### src/rtl/lms_pkg.sv
// Shared types, sizes and helpers for the LED matrix row scanner.
// No dependencies; compiled before every other file of the block.

package lms_pkg;

    localparam int ROW_COUNT     = 16;
    localparam int BYTES_PER_ROW = 10;
    localparam int BITS_PER_BYTE = 8;
    localparam int STORE_DEPTH   = ROW_COUNT * BYTES_PER_ROW;

    localparam int ROW_W   = 4;
    localparam int COL_W   = 4;
    localparam int BIT_W   = $clog2(BITS_PER_BYTE);
    localparam int ADDR_W  = $clog2(STORE_DEPTH);
    localparam int DATA_W  = BITS_PER_BYTE;
    localparam int TICKS_W = 8;

    localparam logic [TICKS_W-1:0] PHASE_TICKS_RST = TICKS_W'(5);

    // Pin levels driven towards the column driver and row decoder
    typedef struct packed {
        logic             clk;
        logic             data;
        logic             latch;
        logic             blank;
        logic [ROW_W-1:0] addr;
        logic             inh;
        logic             stb;
    } t_pins;

    // Scan position: row and column byte
    typedef struct packed {
        logic [ROW_W-1:0] row;
        logic [COL_W-1:0] col;
    } t_scan_pos;

    function automatic logic [ADDR_W-1:0] store_addr(input logic [ROW_W-1:0] row,
                                                     input logic [COL_W-1:0] col);
        logic [ADDR_W-1:0] base;
        base = ADDR_W'(row) * ADDR_W'(BYTES_PER_ROW);
        return base + ADDR_W'(col);
    endfunction

endpackage

### src/rtl/lms_frame_store.sv
// Frame store: one byte per row and column byte, with per-entry valid bits.
// Depends on lms_pkg. Read data is registered, write-first on a collision.

module lms_frame_store
    import lms_pkg::*;
(
    input  logic              i_clk,
    input  logic              i_rst_n,
    input  logic              i_wr_en,
    input  logic [ROW_W-1:0]  i_wr_row,
    input  logic [COL_W-1:0]  i_wr_col,
    input  logic [DATA_W-1:0] i_wr_data,
    input  t_scan_pos         i_rd_pos,
    output logic [DATA_W-1:0] o_rd_data
);

    logic [DATA_W-1:0] r_mem [STORE_DEPTH];
    logic              r_valid [STORE_DEPTH];
    logic [DATA_W-1:0] r_rd_data;
    logic              r_rd_vld;
    logic              wr_hit;
    logic [ADDR_W-1:0] wr_addr;
    logic [ADDR_W-1:0] rd_addr;

    // Drop writes outside the frame
    assign wr_hit  = i_wr_en && (int'(i_wr_row) < ROW_COUNT)
                             && (int'(i_wr_col) < BYTES_PER_ROW);
    assign wr_addr = store_addr(i_wr_row, i_wr_col);
    assign rd_addr = store_addr(i_rd_pos.row, i_rd_pos.col);

    always_ff @(posedge i_clk) begin
        if (wr_hit) begin
            r_mem[wr_addr] <= i_wr_data;
        end
    end

    always_ff @(posedge i_clk) begin
        if (wr_hit && (wr_addr == rd_addr)) begin
            r_rd_data <= i_wr_data;
        end else begin
            r_rd_data <= r_mem[rd_addr];
        end
    end

    always_ff @(posedge i_clk) begin
        if (!i_rst_n) begin
            for (int i = 0; i < STORE_DEPTH; i++) begin
                r_valid[i] <= 1'b0;
            end
            r_rd_vld <= 1'b0;
        end else begin
            if (wr_hit) begin
                r_valid[wr_addr] <= 1'b1;
            end
            r_rd_vld <= (wr_hit && (wr_addr == rd_addr)) || r_valid[rd_addr];
        end
    end

    // Unwritten entries read as zero
    assign o_rd_data = r_rd_vld ? r_rd_data : '0;

endmodule

### config.mk
export PLATFORM = sky130hd
export DESIGN_NAME = lms_frame_store
export DESIGN_NICKNAME = d
export VERILOG_FILES = /design/src/rtl/lms_pkg.sv /design/src/rtl/lms_frame_store.sv
export SDC_FILE = /design/constraint.sdc
export NUM_CORES = 1
export LEC_CHECK = 0
export BUFFER_PORTS_ARGS = -buffer_cell sky130_fd_sc_hd__buf_2
export CORE_MARGIN = 2
export CORE_UTILIZATION = 45
export CTS_CLUSTER_DIAMETER = 100
export DETAILED_ROUTE_END_ITERATION = 6
export GPL_ROUTABILITY_DRIVEN = 0
export PLACE_DENSITY = 0.68
export SYNTH_ARGS = -nofsm -noshare
export SYNTH_HDL_FRONTEND = slang
export SYNTH_SLANG_ARGS = --single-unit
### constraint.sdc
create_clock -name i_clk -period 5.35 [get_ports i_clk]
set_input_delay 0.8025 -clock i_clk [delete_from_list [all_inputs] [get_ports i_clk]]
set_output_delay 0.8025 -clock i_clk [all_outputs]
set_load 0.02 [all_outputs]
==> run_results.csv, run 1 <==
group,metric,value,unit
synth,synthArstFlopShare,0,%
synth,yosysTopAreaCell,"edfxtp_1",
clocking,clkLatencyLatePin,0.76,ns
drt,wl_per_cell,29.2,µm
drt,drt_pass1_iterations,5,
floorplanning,dieArea,136000,µm²
timing,relSlewSlack,4.08,%
setup_path,end_kind,"output pin",
timing,maxSlewViolCount,0,
placement,postPlaceCellArea,63200,µm²
final_layout,final_nets,3211,
clocking,cts_buffers,152,
drt,num_vias,30600,
synth,ys.flop_type,"edfxtp_1",
drt,first_iter_violations,3883,
clocking,root_buffer,"clkbuf_16",
drt,drc,0,
synth,synth_cell_types,52,
drt,viasPerCell,6.06,
floorplanning,ios,35,
timing,fmax,191,MHz
min_path,hp-class,"flop to flop",
timing,worst_pin_slew,1.40,ns
synth,ys_warn_count,0,
timing,fin_tns_setup,0,ns
clocking,tritoncts,"built",
clocking,cts_sinks,1545,
final_layout,drive_gt1_share,29.6,%
floorplanning,die_width,368,µm
synth,synth_top_area_share,64.3,%
synth,synth_seq_area_share,73.2,%
grt,grt_first_pass_wirelength,216000,µm
run_status,status,"completed",
drt,wl,147000,µm
final_layout,final_cell_area,68400,µm²
grt,grt_use_total,21.9,%
final_layout,post-route-util,52.0,%
floorplanning,coreArea,132000,µm²
power_and_ir_drop,peakVddDrop,0.210,mV
power_and_ir_drop,finalPower,26600,µW
placement,portBuffers,34,
timing,clock_skew,0.0302,ns
timing,setup_ws,0.126,ns
setup_path,crit_required,4.55,ns
synth,netlist_area,59700,µm²
final_layout,syn_to_final_growth,14.5,%
timing,hold_viol,0,
timing,min_period,5.22,ns
synth,avgSynthCellArea,20.3,µm²
timing,setup_violations,0,
flow_run,max_cap_violations,0,
placement,place_ws,0.583,ns
grt,grt_overflow_total,0,
power_and_ir_drop,p_per_area,388,nW/µm²
floorplanning,die_h,368,µm
clocking,cts_buffer_depth,3,
setup_path,cp.arrival,4.42,ns
synth,synth_cells,2938,
timing,fin_crit_sh,97.7,%
grt,grt_pass1_vias,31000,
setup_path,start_kind,"flop",
power_and_ir_drop,leakage,0.0220,µW
timing,rsz0062_at_grt,"false",
grt,antenna_found_initial,2,
floorplanning,rows,133,
floorplanning,initial_core_util,45.4,%
clocking,clk_pin_slew,0.06,ns
clocking,cts_hold_buf,0,
drt,ant_nets,0,
synth,synth_edf_count,1280,
setup_path,path_max_fanout,32,
grt,grt_max_degree,161,
placement,dp_hpwl,92800,µm
setup_path,crit_type,"flop to output pin",
clocking,htree_levels,4,
synth,synth_nets,2983,
synth,ys_top_cells_by_area,"edfxtp_1, mux4_2, dfxtp_1",
synth,ys_seq_elements,1545,
cells in the mapped netlist, types with 9 or more instances:
| cell type | count |
|---|---|
| edfxtp_1 | 1280 |
| mux4_2 | 455 |
| dfxtp_1 | 265 |
| nor2_1 | 171 |
| o21a_1 | 160 |
| clkbuf_1 | 103 |
| o21bai_1 | 96 |
| nand2_1 | 65 |
| buf_2 | 47 |
| mux2i_1 | 36 |
| nand3_1 | 28 |
| mux2_2 | 26 |
| a21oi_1 | 20 |
| buf_1 | 16 |
| ha_1 | 14 |
| xnor2_1 | 14 |
| a221oi_1 | 13 |
| nand4_1 | 12 |
| buf_4 | 10 |
| o21ai_0 | 9 |
| o22ai_1 | 9 |
layout make-up:
cell class,instances,area (µm²)
antenna,3,7.51
clock inverter,65,736
sequential,1545,43800
clock buffer,216,4400
fill,10000,63200
tap,1755,2200
multi-input combinational,1207,15200
inverter,9,33.8
timing repair buffer,251,2050
where the power goes:
part           internal, µW  switching (µW)  total [µW]
clock                  6390            4480       10900
sequential            13100             144       13300
combinational           955            1470        2420
registers in the layout (all words and copies together) (netlist names), named ones only:
signal / flops
r_valid: 256
r_rd_vld: 1
r_mem: 1280
what timing repair did:
action,4_1_cts,5_1_grt
endpoints found under the setup margin,2,1
buffers inserted,1,0
resized for setup,0,1
gates cloned,0,0
metrics by stage:
stage               hold slack [ns]  instances
floorplan                     0.414       2938
global placement              0.426       4766
detailed placement            0.429       4766
CTS                           0.433       5048
global route                  0.460       5048
finish                        0.447       5051
critical path, stage by stage (launching register included):
cell	delay [ns]
dfxtp_4	0.62
buf_12	0.31
mux4_2	0.60
mux4_2	0.57
mux2_2	0.34
o22ai_1	0.51
a21oi_1	0.22
o211a_1	0.27
buf_2	0.16
final timing paths:
kind / cells past startpoint / endpoint / from / slack (ns)
setup / recovery: 8 / o_rd_data[0] / flop / 0.13
setup reg to reg: 7 / r_rd_vld$_SDFF_PN0_ / r_valid[28]$_DFF_P_ / 2.45
hold reg to reg: 1 / r_valid[251]$_DFF_P_ / r_valid[251]$_DFF_P_ / 0.45
hold / removal: 1 / r_valid[251]$_DFF_P_ / r_valid[251]$_DFF_P_ / 0.45
metal layers:
layer  routed length, µm  share of wire [%]  global-route usage (%)
met4                4720                3.2                    7.34
met5                  13             0.0088                       0
met3               13000                8.8                    4.36
met2               70000                 47                    34.0
met1               59600                 40                    31.1
cell families after synthesis:
group           Yosys count  synth area share (%)
mux                     517                  18.2
flops                  1545                  73.2
xor+xnor                 18                 0.264
buf+inv                 186                  1.34
simple gates            311                  2.21
fa+ha+maj                18                 0.427
compound gates          343                  4.29
layout by cell type (no fill, tap or decap), types with 13 or more instances in the layout:
master        n
buf_12       16
clkbuf_16   160
buf_4       208
clkinv_2     20
o21a_1      160
edfxtp_1   1280
clkinv_1     15
o21bai_1     96
nand3_1      28
bufinv_16    13
dfxtp_1     260
xnor2_1      13
nor2_1      171
clkbuf_1     37
buf_2        24
a221oi_1     13
mux2_2       26
nand2_1      65
ha_1         13
mux4_2      455
a21oi_1      20
clkbuf_8     19
mux2i_1      36
(Power assumes the default switching activity.)
==> run 2: changes to the inputs <==
- CELL_PAD_IN_SITES_DETAIL_PLACEMENT: unset -> 1
- CELL_PAD_IN_SITES_GLOBAL_PLACEMENT: unset -> 1
- MAX_ROUTING_LAYER: unset -> met4
- PLACE_DENSITY: 0.68 -> 0.74
==> run_results.csv, run 2 (synthesis gave the netlist of run 1 again) <==
group,metric,value,unit
run_status,violations,"capacitance limit, slew limit",
final_layout,largest_register,"r_mem",
clocking,clkLatencyLatePin,0.78,ns
timing,hold_viol,0,
timing,relSlewSlack,-0.956,%
drt,first_iter_violations,3418,
setup_path,end_kind,"output pin",
min_path,hp-class,"flop to flop",
timing,fin_crit_sh,98.4,%
grt,grt_overflow_total,0,
drt,ant_nets,0,
grt,grt_first_pass_wirelength,230000,µm
grt,antenna_found_initial,4,
clocking,cts_buffer_depth,3,
clocking,root_buffer,"clkbuf_16",
flow_run,max_cap_violations,1,
floorplanning,die_width,368,µm
clocking,tritoncts,"built",
final_layout,post-route-util,52.0,%
grt,grt_pass1_vias,32700,
setup_path,crit_type,"flop to output pin",
placement,dp_cells,4764,
final_layout,syn_to_final_growth,14.6,%
timing,setup_violations,0,
setup_path,regToRegSetupSlack,2.36,ns
timing,fmax,190,MHz
setup_path,crit_required,4.55,ns
power_and_ir_drop,p_int,20600,µW
power_and_ir_drop,p_per_area,392,nW/µm²
final_layout,largest_register_ffs,1280,
drt,met2_length,79000,µm
setup_path,cp.arrival,4.46,ns
clocking,cts_buffers,155,
floorplanning,coreArea,132000,µm²
floorplanning,initial_core_util,45.4,%
placement,place_ws,0.422,ns
final_layout,reg_top3,"r_mem x1280, r_valid x256, r_rd_vld x1",
floorplanning,dieArea,136000,µm²
power_and_ir_drop,leakage,0.0221,µW
floorplanning,die_h,368,µm
final_layout,final_common_cell,"edfxtp_1",
drt,top_layer,"met4",
final_layout,layout_common_cells,"edfxtp_1, mux4_2, dfxtp_1",
timing,min_period,5.26,ns
floorplanning,rows,133,
min_path,hp-start,"r_valid[173]$_DFF_P_",
clocking,htree_levels,4,
power_and_ir_drop,p_sw_share,23.1,%
drt,drc,0,
setup_path,critPathCapture,"o_rd_data[1]",
timing,fin_tns_setup,0,ns
timing,whs,0.438,ns
clocking,clk_pin_slew,0.06,ns
drt,route.met3.wl,10700,µm
power_and_ir_drop,pwr-share-comb,9.1,%
clocking,cts_hold_buf,0,
timing,rsz0062_at_grt,"false",
clocking,cts_sinks,1545,
floorplanning,ios,35,
setup_path,path_max_fanout,43,
timing,setup_ws,0.0861,ns
drt,drt_pass1_iterations,5,
final_layout,drive_gt1_share,29.8,%
placement,dp_hpwl,97800,µm
timing,worst_pin_slew,1.51,ns
power_and_ir_drop,peakVddDrop,0.287,mV
grt,grt_use_total,24.1,%
setup_path,rr_worst_depth,7,
power_and_ir_drop,p_switching,6200,µW
grt,grt_max_degree,137,
timing,maxSlewViolCount,19,
power_and_ir_drop,power_frac_clock,41.4,%
min_path,hold_depth,1,
setup_path,rr_startpoint,"r_valid[28]$_DFF_P_",
setup_path,rr_endpoint,"r_rd_vld$_SDFF_PN0_",
drt,wl_met1,62200,µm
drt,wl,156000,µm
drt,viasPerCell,6.11,
run_status,status,"complete, but fails checks",
final_layout,fillers,11600,
timing,clock_skew,0.0195,ns
setup_path,start_kind,"flop",
drt,num_vias,30900,
placement,portBuffers,34,
final_layout,stdcell_count,5058,
drt,wl_per_cell,30.9,µm
power_and_ir_drop,pwr-share-seq,49.5,%
final_layout,final_nets,3213,
run 2: cell types whose count changed in the layout (fill, tap and decap cells not counted), moves of 2 or more:
| cell | before | now |
|---|---|---|
| bufinv_16 | 13 | 15 |
| clkinv_4 | 1 | 3 |
| inv_6 | 4 | 10 |
| clkinv_1 | 15 | 17 |
| clkbuf_1 | 37 | 31 |
| clkinv_2 | 20 | 30 |
| clkinvlp_4 | 8 | 1 |
| buf_12 | 16 | 14 |
| clkbuf_16 | 160 | 162 |
| clkinv_8 | 3 | 0 |
| inv_16 | 2 | 0 |
run 2: what timing repair did:
item | in CTS | in global routing
cloned | 1 | 0
setup endpoints to repair | 3 | 1
endpoints found under the hold margin | 0 | 0
resized for setup | 1 | 0
setup buffers | 0 | 1
run 2: cell type report:
| type | count | area (µm²) | share of cell area, % |
|---|---|---|---|
| well taps | 1755 | 2200 | 3.21 |
| repair buffers | 250 | 2040 | 2.98 |
| multi-input cells | 1207 | 15200 | 22.2 |
| inverters | 9 | 33.8 | 0.0493 |
| flip-flops and latches | 1545 | 43800 | 63.9 |
| clock buffers | 213 | 4450 | 6.49 |
| clock inverters | 75 | 782 | 1.14 |
| diodes | 4 | 10.0 | 0.0146 |
run 2: power by group through the flow:
stage | clock (µW) | sequential (µW) | combinational [µW]
floorplan | 0 | 13400 | 1470
global placement | 0 | 13500 | 2330
detailed placement | 0 | 13500 | 2400
CTS | 11300 | 13300 | 2420
global route | 11700 | 13300 | 2550
finish | 11100 | 13300 | 2450
run 2: worst min path at each step:
stage	end	slack, ns
finish	r_valid[173]$_DFF_P_	0.44
global route	r_mem[90][0]$_DFFE_PP_	0.43
floorplan	r_valid[161]$_DFF_P_	0.41
detailed placement	r_valid[195]$_DFF_P_	0.43
global placement	r_valid[238]$_DFF_P_	0.43
CTS	r_mem[25][0]$_DFFE_PP_	0.41
run 2: critical path, cell delays in order, from the launching register on:
cell,delay [ns]
dfxtp_4,0.65
buf_12,0.37
mux4_2,0.58
mux4_2,0.51
mux2_2,0.33
o22ai_1,0.49
a21oi_1,0.20
o211a_1,0.33
buf_2,0.19
run 2: metal layers:
metal	track usage [%]	vias up
met4	7.60	0
met1	31.6	16700
li1	-	12600
met5	-	-
met2	39.0	1354
met3	3.46	270
run 2: per-stage QoR:
stage | power (µW) | area (µm²)
2_1_floorplan | 14900 | 59700
3_3_place_gp | 15800 | 63200
3_5_place_dp | 15900 | 63200
4_1_cts | 27000 | 68400
5_1_grt | 27500 | 68500
6_report | 26800 | 68500
