<file path="src/rtl/lms_pkg.sv">
// Shared types, sizes and helpers for the LED matrix row scanner.
// No dependencies; compiled before every other file of the block.

package lms_pkg;

    localparam int ROW_COUNT     = 16;
    localparam int BYTES_PER_ROW = 10;
    localparam int BITS_PER_BYTE = 8;
    localparam int STORE_DEPTH   = ROW_COUNT * BYTES_PER_ROW;

    localparam int ROW_W   = 4;
    localparam int COL_W   = 4;
    localparam int BIT_W   = $clog2(BITS_PER_BYTE);
    localparam int ADDR_W  = $clog2(STORE_DEPTH);
    localparam int DATA_W  = BITS_PER_BYTE;
    localparam int TICKS_W = 8;

    localparam logic [TICKS_W-1:0] PHASE_TICKS_RST = TICKS_W'(5);

    // Pin levels driven towards the column driver and row decoder
    typedef struct packed {
        logic             clk;
        logic             data;
        logic             latch;
        logic             blank;
        logic [ROW_W-1:0] addr;
        logic             inh;
        logic             stb;
    } t_pins;

    // Scan position: row and column byte
    typedef struct packed {
        logic [ROW_W-1:0] row;
        logic [COL_W-1:0] col;
    } t_scan_pos;

    function automatic logic [ADDR_W-1:0] store_addr(input logic [ROW_W-1:0] row,
                                                     input logic [COL_W-1:0] col);
        logic [ADDR_W-1:0] base;
        base = ADDR_W'(row) * ADDR_W'(BYTES_PER_ROW);
        return base + ADDR_W'(col);
    endfunction

endpackage

</file>
<file path="src/rtl/lms_sequencer.sv">
// Pin sequencer: one step per tick through shift, blank, latch, row-select, unblank.
// Depends on lms_pkg. Byte at the current scan position comes from the store.

module lms_sequencer
    import lms_pkg::*;
(
    input  logic               i_clk,
    input  logic               i_rst_n,
    input  logic               i_tick,
    input  logic [TICKS_W-1:0] i_phase_ticks,
    input  logic [DATA_W-1:0]  i_cur_byte,
    output t_scan_pos          o_next_pos,
    output t_pins              o_next_pins,
    output t_pins              o_pins
);

    localparam logic [2:0] PH_CLK_LOW  = 3'd0;
    localparam logic [2:0] PH_CLK_HIGH = 3'd1;
    localparam logic [2:0] PH_BLANK    = 3'd2;
    localparam logic [2:0] PH_LATCH_HI = 3'd3;
    localparam logic [2:0] PH_LATCH_LO = 3'd4;
    localparam logic [2:0] PH_ROW_SEL  = 3'd5;
    localparam logic [2:0] PH_UNBLANK  = 3'd6;

    logic [ROW_W-1:0]   r_row,   n_row;
    logic [COL_W-1:0]   r_col,   n_col;
    logic [BIT_W-1:0]   r_bit_pos, n_bit_pos;
    logic [2:0]         r_phase, n_phase;
    logic [TICKS_W-1:0] r_count, n_count;
    t_pins              r_pins,  n_pins;

    logic [2:0]         ph;
    logic [TICKS_W-1:0] cnt;
    logic [TICKS_W-1:0] dur;

    always_comb begin
        n_row     = r_row;
        n_col     = r_col;
        n_bit_pos = r_bit_pos;
        n_phase   = r_phase;
        n_count   = r_count;
        n_pins    = r_pins;
        ph        = r_phase;
        cnt       = r_count;
        dur       = (i_phase_ticks == '0) ? TICKS_W'(1) : i_phase_ticks;
        if (i_tick) begin
            // Restart on a code outside the phase list
            if (r_phase > PH_UNBLANK) begin
                ph  = PH_CLK_LOW;
                cnt = '0;
            end
            if (cnt == '0) begin
                case (ph)
                    PH_CLK_LOW: begin
                        n_pins.clk  = 1'b0;
                        n_pins.data = i_cur_byte[r_bit_pos];
                    end
                    PH_CLK_HIGH: begin
                        n_pins.clk = 1'b1;
                    end
                    PH_BLANK: begin
                        n_pins.blank = 1'b1;
                    end
                    PH_LATCH_HI: begin
                        n_pins.latch = 1'b1;
                    end
                    PH_LATCH_LO: begin
                        n_pins.latch = 1'b0;
                    end
                    PH_ROW_SEL: begin
                        n_pins.addr = r_row;
                        n_pins.stb  = 1'b1;
                        n_pins.inh  = 1'b1;
                        dur         = TICKS_W'(1);
                    end
                    default: begin
                        n_pins.inh   = 1'b0;
                        n_pins.blank = 1'b0;
                    end
                endcase
                cnt = dur;
            end
            cnt     = cnt - TICKS_W'(1);
            n_count = cnt;
            n_phase = ph;
            if (cnt == '0) begin
                case (ph)
                    PH_CLK_LOW: begin
                        n_phase = PH_CLK_HIGH;
                    end
                    PH_CLK_HIGH: begin
                        if (r_bit_pos != BIT_W'(BITS_PER_BYTE - 1)) begin
                            n_bit_pos = r_bit_pos + BIT_W'(1);
                            n_phase   = PH_CLK_LOW;
                        end else begin
                            n_bit_pos = '0;
                            if (r_col != '0) begin
                                n_col   = r_col - COL_W'(1);
                                n_phase = PH_CLK_LOW;
                            end else begin
                                n_phase = PH_BLANK;
                            end
                        end
                    end
                    PH_BLANK: begin
                        n_phase = PH_LATCH_HI;
                    end
                    PH_LATCH_HI: begin
                        n_phase = PH_LATCH_LO;
                    end
                    PH_LATCH_LO: begin
                        n_phase = PH_ROW_SEL;
                    end
                    PH_ROW_SEL: begin
                        n_phase = PH_UNBLANK;
                    end
                    default: begin
                        n_col     = COL_W'(BYTES_PER_ROW - 1);
                        n_bit_pos = '0;
                        n_row     = (r_row == ROW_W'(ROW_COUNT - 1)) ? '0
                                                                   : r_row + ROW_W'(1);
                        n_phase   = PH_CLK_LOW;
                    end
                endcase
            end
        end
    end

    always_ff @(posedge i_clk) begin
        if (!i_rst_n) begin
            r_row     <= '0;
            r_col     <= COL_W'(BYTES_PER_ROW - 1);
            r_bit_pos <= '0;
            r_phase   <= PH_CLK_LOW;
            r_count   <= '0;
            r_pins    <= '{clk: 1'b0, data: 1'b0, latch: 1'b0, blank: 1'b1,
                           addr: '0, inh: 1'b1, stb: 1'b0};
        end else begin
            r_row     <= n_row;
            r_col     <= n_col;
            r_bit_pos <= n_bit_pos;
            r_phase   <= n_phase;
            r_count   <= n_count;
            r_pins    <= n_pins;
        end
    end

    assign o_next_pos  = '{row: n_row, col: n_col};
    assign o_next_pins = n_pins;
    assign o_pins      = r_pins;

endmodule

</file>
<file path="config.mk">
export PLATFORM = sky130hd
export DESIGN_NAME = lms_sequencer
export DESIGN_NICKNAME = d
export VERILOG_FILES = /design/src/rtl/lms_pkg.sv /design/src/rtl/lms_sequencer.sv
export SDC_FILE = /design/constraint.sdc
export NUM_CORES = 1
export LEC_CHECK = 0
export ABC_CLOCK_PERIOD_IN_PS = 3860
export BUFFER_PORTS_ARGS = -buffer_cell sky130_fd_sc_hd__buf_2
export CORE_MARGIN = 10
export CORE_UTILIZATION = 40
export CTS_CLUSTER_SIZE = 10
export DETAILED_ROUTE_END_ITERATION = 8
export SLEW_MARGIN = 30
export SYNTH_ARGS = -nofsm -noshare
export SYNTH_HDL_FRONTEND = slang
export SYNTH_SLANG_ARGS = --single-unit
export TNS_END_PERCENT = 100
</file>
<file path="constraint.sdc">
create_clock -name i_clk -period 3.86 [get_ports i_clk]
set_clock_uncertainty 0.2 [all_clocks]
set_input_delay 0.579 -clock i_clk [delete_from_list [all_inputs] [get_ports i_clk]]
set_output_delay 0.579 -clock i_clk [all_outputs]
set_load 0.05 [all_outputs]
</file>
==> out/qor.yml, run 1 <==
sta:
  whs_ns: 0.286
  period_share_pct: 106
  tns_ns: -1.30
  drv_slew: 0
  fin_ws_ns: -0.225
  hold_violations: 0
  fmax_ghz: 0.245
  worst_pin_slew_ns: 0.479
  setup_viol: 8
  fin_crit_ns: 4.09
  slew_headroom_pct: 68.0
  rsz0062_at_grt: "true"
worst_setup_path:
  r2r_start: "r_phase[1]"
  r2r_setup_slack_ns: 0.08
  cp-end-kind: "output pin"
  path_cells: "ha_4 > and4bb_2 > a311oi_4 > a21oi_2 > a21oi_2 > ha_4 > nand2_2 > a22o_1 > a32oi_2 > buf_4 > nand3_2 > buf_6 > nor3_4 > nand4b_1 > nand3_1 > buf_6"
  critical-path-slowest-cell: "dfxtp_4"
  startpoint_type: "flop"
  cp.arrival_ns: 3.31
  crit_required_ns: 3.08
  criticalPathCategory: "flop to output pin"
  setup.worst_path.start: "r_phase[1]"
  reg2regPathDepth: 17
  path_max_fanout: 5
  r2r-end: "r_bit_pos[0]"
  crit_path_max_incr_delay_ns: 0.38
die:
  coreArea_um2: 5510
  dieArea_um2: 9120
  row_count: 27
  die_h_um: 95.5
  initial_core_util_pct: 41.4
  die_w_um: 95.5
  num_io_pins: 47
worst_hold_path:
  holdPathEnd: "r_count[7]"
  hold_path.startpoint: "r_count[7]"
  holdPathStages: 2
  hp-class: "flop to flop"
final_layout:
  nFillCells: 494
  finalNetCount: 407
  drive_gt1_share_pct: 43.4
  diodes: 0
  area_growth_pct: 47.5
logic_synthesis:
  synthFlopType: "dfxtp_1"
  ys_top_cells_by_count: "nand2_1 (38), dfxtp_1 (32), nor2_1 (21)"
  ys_warn_count: 0
  synth_nets: 309
  async_reset_ff_share_pct: 0
  synth_top_area_cell: "dfxtp_1"
  synth_area_leaders: "dfxtp_1 (28%), nand2_1 (6.3%), ha_1 (4.9%)"
  synth.most_common_cell: "nand2_1"
  syn_inst: 281
  yosys_register_bits: 32
  yosysTopAreaCellShare_pct: 28.1
  yosysSeqAreaShare_pct: 28.1
  synth.distinct_cells: 65
  syn_area_per_cell_um2: 8.12
  synth_area_um2: 2280
  synth_enable_flop_cells: 0
clock_tree:
  path_clk_slew_ns: 0.07
  htree_levels: 2
  numCtsBuffers: 5
  root_buffer: "clkbuf_8"
  holdBufCountCts: 0
  cts_tree: "yes"
  clk_path_buf_depth: 2
  cts_sinks: 32
  clock_latency_ns: 0.29
global_routing:
  met1_usage_pct: 18.2
  grt_max_degree: 26
  grt-ovfl-total: 0
  gr-max-usage-layer: "met2"
  met2_usage_pct: 26.4
  antenna_found_initial: 0
  grt_pass1_vias: 2435
  grt_use_met3_pct: 3.46
  grt_pass1_wl_um: 11400
  grt_usage_pct: 15.3
route:
  viasPerCell: 5.31
  wl_per_cell_um: 15.0
  postRouteAntennaNets: 0
  drt_iter0_drc: 119
  via_count: 2398
  drc_errors: 0
  firstDrtPassIters: 4
  totalWireLength_um: 6790
status:
  status: "finished, violations left"
  violations: "negative setup slack"
pwr:
  power.total_mw: 1.81
  powerDensity_nw_per_um2: 539
  max-vdd-ir-drop_mv: 0.444
  power.leakage_nw: 1.45
place:
  dpl.hpwl_um: 5060
  place_ws_ns: -0.0643
  finalWeightedCongestion: 0.834
  io_buffers: 46
job:
  maxCapViolCount: 0
## area by class of cell
cell class	count	area, um2	area share, %
multi-input cells	229	1780	52.9
flip-flops and latches	32	652	19.4
clock buffers	6	82.6	2.45
well taps	72	90.1	2.68
inverters	8	30.0	0.893
repair buffers	103	719	21.4
clock inverters	2	10.0	0.298
## kinds of logic (layout without fill, tap and decap cells)
group           after synthesis  count (layout)  share of synthesized area [%]
compound gates               75              75                           24.0
simple gates                125             125                           29.1
mux                          14              14                           7.51
buf+inv                      20             119                           3.68
xor+xnor                      6               6                           2.63
fa+ha+maj                     9               9                           4.94
flops                        32              32                           28.1
## report_power, final
part,switching (mW),leakage (nW),internal (mW)
clock,0.131,0.0510,0.142
sequential,0.0223,0.262,0.361
combinational,0.597,1.14,0.561
total,0.750,1.45,1.06
## critical path, delay by kind of cell (launching register included)
kind,cells,cell delay [ns]
AOI/OAI and AO/OA,5,0.94
adders and majority gates,2,0.31
buffers and inverters,3,0.47
DFF,1,0.38
and+or+nand+nor,6,0.91
## how the worst max path moves through the flow
| stage | slack [ns] | endpoint |
|---|---|---|
| final | -0.23 | o_next_pos[1] |
| after global routing | -0.37 | o_next_pos[1] |
| after CTS | -0.16 | o_next_pos[7] |
| after detailed placement | -0.06 | o_next_pos[0] |
| after global placement | 0.001 | o_next_pos[0] |
| after floorplan | 0.02 | o_next_pos[0] |
## state kept, by name, summed over array words and instances, names as in the netlist
| name | count |
|---|---|
| o_pins | 10 |
| r_count | 8 |
| r_col | 4 |
| r_row | 4 |
| r_bit_pos | 3 |
| r_phase | 3 |
## through the flow
stage | cells | area, um2 | util (%)
floorplan | 281 | 2390 | -
global placement | 431 | 2980 | 54.0
detailed placement | 431 | 2980 | 54.0
CTS | 448 | 3300 | 59.9
global route | 452 | 3360 | 61.1
finish | 452 | 3360 | 61.1
## per-layer routing
metal	vias to the layer above	routed length (um)	part of all wire (%)
met4	0	96	1.4
met3	7	394	5.8
met1	1118	2990	44
met5	-	0	0
li1	1221	-	-
met2	52	3310	49
## cell usage in the layout (no fill, tap or decap), types with 7 or more instances in the layout
cell type,Yosys,layout
and2_1,13,13
o21ai_1,13,9
buf_2,1,38
nand2_1,38,36
mux2i_1,7,7
buf_4,0,56
nand2b_1,9,9
dfxtp_1,32,27
buf_6,1,7
a21oi_1,13,9
nand3_1,11,10
nor2_1,21,21
## what timing repair did
item	in CTS	in global routing
buffers inserted	10	6
gates resized for setup	43	8
pin swaps	11	13
endpoints found under the setup margin	8	8
Note: power is estimated with default switching activity, not from simulation.
==> run 2: changes to the inputs <==
--- a/config.mk
+++ b/config.mk
@@ -5,7 +5,7 @@
 export SDC_FILE = /design/constraint.sdc
 export NUM_CORES = 1
 export LEC_CHECK = 0
-export ABC_CLOCK_PERIOD_IN_PS = 3860
+export ABC_CLOCK_PERIOD_IN_PS = 3500
 export BUFFER_PORTS_ARGS = -buffer_cell sky130_fd_sc_hd__buf_2
 export CORE_MARGIN = 10
 export CORE_UTILIZATION = 40
==> constraint.sdc (replaced) <==
create_clock -name i_clk -period 3.5 [get_ports i_clk]
set_clock_uncertainty 0.2 [all_clocks]
set_input_delay 0.525 -clock i_clk [delete_from_list [all_inputs] [get_ports i_clk]]
set_output_delay 0.525 -clock i_clk [all_outputs]
set_load 0.05 [all_outputs]
==> out/qor.yml, run 2 (synthesis gave the netlist of run 1 again) <==
route:
  drt_iter0_drc: 115  # was 119
  via_count: 2506  # was 2398
  viasPerCell: 5.38  # was 5.31
  firstDrtPassIters: 4  # unchanged
  totalWireLength_um: 7290  # was 6790 um
  postRouteAntennaNets: 0  # unchanged
  wl_per_cell_um: 15.7  # was 15.0 um
  drc_errors: 0  # unchanged
worst_setup_path:
  crit_cells: 13  # was 16
  crit_buf_inv: 4  # was 3
  critical-path-slowest-cell: "or4_4"  # was dfxtp_4
  crit_path_max_incr_delay_ns: 0.53  # was 0.38 ns
  cp.arrival_ns: 3.36  # was 3.31 ns
  startpoint_type: "flop"  # unchanged
  path_cells: "or3_4 > or4_4 > a21oi_2 > a21oi_2 > buf_4 > buf_4 > inv_1 > ha_1 > o211a_1 > o21ai_4 > o41a_1 > a211oi_4 > buf_6"  # was ha_4 > and4bb_2 > a311oi_4 > a21oi_2 > a21oi_2 > ha_4 > nand2_2 > a22o_1 > a32oi_2 > buf_4 > nand3_2 > buf_6 > nor3_4 > nand4b_1 > nand3_1 > buf_6
  reg2regPathDepth: 15  # was 17
  criticalPathCategory: "flop to output pin"  # unchanged
  path_max_fanout: 4  # was 5
  cp-end-kind: "output pin"  # unchanged
  crit_required_ns: 2.77  # was 3.08 ns
  crit_family: "compound AO/OA/AOI/OAI gates"  # unchanged
status:
  violations: "negative setup slack"  # unchanged
  status: "finished, violations left"  # unchanged
clock_tree:
  numCtsBuffers: 5  # unchanged
  cts_sinks: 32  # unchanged
  clock_latency_ns: 0.29  # about the same
  holdBufCountCts: 0  # unchanged
  clk_path_buf_depth: 2  # unchanged
  path_clk_slew_ns: 0.07  # about the same
  htree_levels: 2  # unchanged
  cts_tree: "yes"  # unchanged
  root_buffer: "clkbuf_8"  # unchanged
sta:
  setup_viol: 9  # was 8
  period_share_pct: 117
  rsz0062_at_grt: "true"  # unchanged
  slew_headroom_pct: 60.8  # was 68.0%
  fmax_ghz: 0.245
  fin_crit_ns: 4.09
  worst_pin_slew_ns: 0.583  # was 0.479 ns
  fin_ws_ns: -0.587  # was -0.225 ns
  whs_ns: 0.293  # was 0.286 ns
  drv_slew: 0  # unchanged
  hold_violations: 0  # unchanged
global_routing:
  grt-ovfl-total: 0  # unchanged
  antenna_found_initial: 0  # unchanged
  grt_usage_pct: 15.7  # was 15.3%
  grt_max_degree: 26  # unchanged
  grt_pass1_vias: 2540  # was 2435
  grt_pass1_wl_um: 11600  # was 11400 um
final_layout:
  diodes: 0  # unchanged
  area_growth_pct: 50.2  # was 47.5%
  largest_reg_flops: 10  # unchanged
  stdcell_area_um2: 3430  # was 3360 um2
  finalNetCount: 421  # was 407
  drive_gt1_share_pct: 43.7  # was 43.4%
  most-common-layout-cells: "buf_4 (70), buf_2 (38), nand2_1 (33)"  # was buf_4 (56), buf_2 (38), nand2_1 (36)
  layout_commonest_cell: "buf_4"  # unchanged
  finalNonFillerCells: 466  # was 452
  nFillCells: 493  # was 494
pwr:
  max-vdd-ir-drop_mv: 0.478  # was 0.444 mV
  p_switching_mw: 0.833  # was 0.750 mW
  powerDensity_nw_per_um2: 584  # was 539 nW/um2
  power_frac_seq_pct: 20.8  # was 21.1%
  power.leakage_nw: 1.53  # was 1.45 nW
  internal_power_mw: 1.17  # was 1.06 mW
  swShare_pct: 41.6  # was 41.3%
  comb_power_share_pct: 64.0  # was 63.8%
  pwr-share-clk_pct: 15.2  # was 15.1%
die:
  die_w_um: 95.5  # unchanged
  initial_core_util_pct: 41.4  # unchanged
  coreArea_um2: 5510  # unchanged
  dieArea_um2: 9120  # unchanged
  num_io_pins: 47  # unchanged
  die_h_um: 95.5  # unchanged
  row_count: 27  # unchanged
place:
  dpl-instance-area_um2: 3120  # was 2980 um2
  placedCellCount: 447  # was 431
  finalWeightedCongestion: 0.899  # was 0.834
  dpl.hpwl_um: 5470  # was 5060 um
  io_buffers: 46  # unchanged
job:
  maxCapViolCount: 0  # unchanged
worst_hold_path:
  hp-class: "flop to flop"  # unchanged
  holdPathStages: 2  # unchanged
run 2: path summary, 6_finish.rpt:
check / from / endpoint / slack (ns)
setup / recovery: r_count[4] / o_next_pos[0] / -0.59
hold reg to reg: r_bit_pos[2] / r_bit_pos[2] / 0.29
hold / removal: r_bit_pos[2] / r_bit_pos[2] / 0.29
setup reg to reg: r_count[4] / r_bit_pos[0] / -0.16
run 2: metrics by stage:
| step | util [%] | TNS, ns | total power, mW | worst slack, ns |
|---|---|---|---|---|
| after floorplan | - | -0.532 | 1.15 | -0.177 |
| after global placement | 56.7 | -1.99 | 1.60 | -0.265 |
| after detailed placement | 56.7 | -2.63 | 1.61 | -0.357 |
| after CTS | 60.6 | -3.93 | 1.94 | -0.536 |
| after global routing | 62.2 | -5.43 | 2.11 | -0.694 |
| final | 62.2 | -4.28 | 2.00 | -0.587 |
run 2: layout make-up:
cell class / count / area, um2 / area share, %
Clock buffer: 8 / 90.1 / 2.63
Inverter: 8 / 30.0 / 0.876
Multi-Input combinational cell: 229 / 1750 / 51.0
Sequential cell: 32 / 648 / 18.9
Tap cell: 72 / 90.1 / 2.63
Timing Repair Buffer: 117 / 821 / 24.0
run 2: per-layer routing:
metal  routed length [um]  global-route usage, %  vias to the layer above
li1                     -                      -                     1255
met1                 3200                   18.4                     1178
met2                 3520                   26.3                       56
met3                  376                   4.01                       17
met4                  199                   6.76                        0
met5                    0                      0                        -
run 2: power groups by stage:
stage	Combinational, mW	Sequential (mW)	Clock [mW]
floorplan	0.712	0.441	0
global placement	1.18	0.425	0
detailed placement	1.18	0.425	0
CTS	1.21	0.417	0.309
global route	1.37	0.421	0.324
finish	1.28	0.417	0.304
run 2: worst reg2reg max path: cells and delay by family, from the launching register on:
kind                     cells  cell delay, ns
adder cells (fa/ha/maj)      1            0.14
flip-flops                   1            0.31
AND/OR/NAND/NOR              4            1.52
buffers and inverters        5            0.62
AO/OA/AOI/OAI                5            0.80
run 2: what timing repair did:
item,in CTS,in global routing
gates cloned,0,0
pin swaps,8,10
resized for setup,22,13
endpoints found under the setup margin,9,17
buffers inserted,8,4
==> run 3: changes to the inputs <==
--- a/config.mk
+++ b/config.mk
@@ -9,8 +9,10 @@
 export BUFFER_PORTS_ARGS = -buffer_cell sky130_fd_sc_hd__buf_2
 export CORE_MARGIN = 10
 export CORE_UTILIZATION = 40
+export CTS_BUF_LIST = sky130_fd_sc_hd__clkbuf_16
 export CTS_CLUSTER_SIZE = 10
 export DETAILED_ROUTE_END_ITERATION = 8
+export GPL_TIMING_DRIVEN = 0
 export SLEW_MARGIN = 30
 export SYNTH_ARGS = -nofsm -noshare
 export SYNTH_HDL_FRONTEND = slang
==> constraint.sdc (replaced) <==
create_clock -name i_clk -period 3.5 [get_ports i_clk]
set_clock_uncertainty 0.2 [all_clocks]
set_input_delay 0.7 -clock i_clk [delete_from_list [all_inputs] [get_ports i_clk]]
set_output_delay 0.7 -clock i_clk [all_outputs]
set_load 0.05 [all_outputs]
==> out/qor.yml, run 3 (synthesis gave the netlist of run 1 again) <==
global_routing:
  grt_max_degree: 11  # was 26
  grt_pass1_vias: 2327  # was 2540
  grt_pass1_wl_um: 11100  # was 11600 um
  antenna_found_initial: 0  # unchanged
  grt_usage_pct: 15.1  # was 15.7%
  grt-ovfl-total: 0  # unchanged
clock_tree:
  cts_tree: "yes"  # unchanged
  clk_path_buf_depth: 2  # unchanged
  numCtsBuffers: 5  # unchanged
  path_clk_slew_ns: 0.05  # was 0.07 ns
  cts_sinks: 32  # unchanged
  holdBufCountCts: 0  # unchanged
  htree_levels: 2  # unchanged
  clock_latency_ns: 0.28  # was 0.29 ns
  root_buffer: "clkbuf_16"  # was clkbuf_8
job:
  maxCapViolCount: 0  # unchanged
route:
  via_count: 2358  # was 2506
  wl_per_cell_um: 15.6  # was 15.7 um
  viasPerCell: 5.45  # was 5.38
  firstDrtPassIters: 4  # unchanged
  postRouteAntennaNets: 0  # unchanged
  drc_errors: 0  # unchanged
  drt_iter0_drc: 121  # was 115
  totalWireLength_um: 6760  # was 7290 um
sta:
  period_share_pct: 119  # was 117%
  rsz0062_at_grt: "true"  # unchanged
  setup_viol: 9  # unchanged
  worst_pin_slew_ns: 0.573  # was 0.583 ns
  slew_headroom_pct: 61.6  # was 60.8%
  drv_slew: 0  # unchanged
  hold_violations: 0  # unchanged
  fin_crit_ns: 4.17  # was 4.09 ns
  fin_ws_ns: -0.669  # was -0.587 ns
  fmax_ghz: 0.240  # was 0.245 GHz
worst_setup_path:
  crit_required_ns: 2.60  # was 2.77 ns
  startpoint_type: "flop"  # unchanged
  crit_family: "simple AND/OR/NAND/NOR gates"  # was compound AO/OA/AOI/OAI gates
  critical-path-slowest-cell: "or4_4"  # unchanged
  cp.arrival_ns: 3.27  # was 3.36 ns
  crit_path_max_incr_delay_ns: 0.52  # was 0.53 ns
  path_max_fanout: 4  # unchanged
  criticalPathCategory: "flop to output pin"  # unchanged
  path_cells: "or3_4 > or4_4 > a21oi_2 > a21oi_2 > buf_4 > inv_1 > ha_2 > o211a_4 > o21ai_4 > nor3_4 > buf_4 > mux2_4 > buf_8"  # was or3_4 > or4_4 > a21oi_2 > a21oi_2 > buf_4 > buf_4 > inv_1 > ha_1 > o211a_1 > o21ai_4 > o41a_1 > a211oi_4 > buf_6
  crit_buf_inv: 4  # unchanged
  cp-end-kind: "output pin"  # unchanged
worst_hold_path:
  hp-class: "flop to flop"  # unchanged
place:
  dpl.hpwl_um: 5030  # was 5470 um
  dpl-instance-area_um2: 2800  # was 3120 um2
  finalWeightedCongestion: 0.856  # was 0.899
  io_buffers: 46  # unchanged
final_layout:
  layout_commonest_cell: "buf_2"  # was buf_4
  diodes: 0  # unchanged
  largest_reg_flops: 10  # unchanged
  most-common-layout-cells: "buf_2 (36), nand2_1 (32), dfxtp_1 (26)"  # was buf_4 (70), buf_2 (38), nand2_1 (33)
  drive_gt1_share_pct: 42.1  # was 43.7%
  finalNetCount: 388  # was 421
  area_growth_pct: 51.0  # was 50.2%
  stdcell_area_um2: 3440  # was 3430 um2
die:
  die_w_um: 95.5  # unchanged
  row_count: 27  # unchanged
  die_h_um: 95.5  # unchanged
  coreArea_um2: 5510  # unchanged
  num_io_pins: 47  # unchanged
  initial_core_util_pct: 41.4  # unchanged
  dieArea_um2: 9120  # unchanged
pwr:
  max-vdd-ir-drop_mv: 0.491  # was 0.478 mV
  powerDensity_nw_per_um2: 603  # was 584 nW/um2
  power.leakage_nw: 1.44  # was 1.53 nW
  power.total_mw: 2.08  # was 2.00 mW
status:
  status: "finished, violations left"  # unchanged
  violations: "negative setup slack"  # unchanged
-- run 3: area by class of cell --
type	count	area, um2
Timing Repair Buffer	73	547
Inverter	8	30.0
Buffer	11	81.3
Tap cell	72	90.1
Sequential cell	32	656
Clock inverter	3	37.5
Fill cell	511	2060
Clock buffer	5	125
Multi-Input combinational cell	229	1880
-- run 3: worst register-to-register path, cell delays in order, from the launching register on --
cell,delay (ns)
dfxtp_4,0.34
or3_4,0.38
or4_4,0.52
a21oi_2,0.19
a21oi_2,0.07
ha_4,0.19
buf_6,0.13
nor3_4,0.19
buf_4,0.15
o2111a_2,0.21
nand4_4,0.15
buf_6,0.18
or4_4,0.51
a21oi_2,0.14
-- run 3: power by group --
group	total (mW)	switching (mW)	leakage, nW	internal [mW]
Sequential	0.435	0.0331	0.263	0.402
Combinational	1.15	0.634	1.10	0.521
Clock	0.486	0.155	0.0789	0.330
Total	2.08	0.822	1.44	1.25
-- run 3: per-layer routing --
layer	up-vias	part of all wire, %	global-route usage (%)
li1	1190	-	-
met1	1109	44	18.7
met2	55	50	25.5
met3	4	5.6	3.53
met4	0	0.68	4.05
met5	-	0	0
-- run 3: through the flow --
stage	setup slack, ns	TNS, ns	util (%)	cells	hold slack [ns]
2_1_floorplan	-0.358	-1.60	-	281	0.258
6_report	-0.669	-4.98	62.5	433	0.291
4_1_cts	-0.669	-5.05	60.7	430	0.298
3_5_place_dp	-0.857	-6.26	50.9	399	0.291
5_1_grt	-0.776	-5.98	62.5	433	0.320
3_3_place_gp	-0.847	-6.32	50.9	399	0.284
-- run 3: timing repair --
action                                  in CTS  in global routing
endpoints found under the setup margin      17                 15
setup buffers                               24                  4
pin swaps                                   21                 14
resized for setup                           54                 25
-- run 3: path summary, 6_finish.rpt --
path	from	end	slack, ns	depth (start not counted)
min reg2reg	r_bit_pos[2]	r_bit_pos[2]	0.29	2
min	r_bit_pos[2]	r_bit_pos[2]	0.29	2
max reg2reg	r_count[2]	r_bit_pos[0]	-0.10	13
max	r_count[2]	o_next_pos[5]	-0.67	13
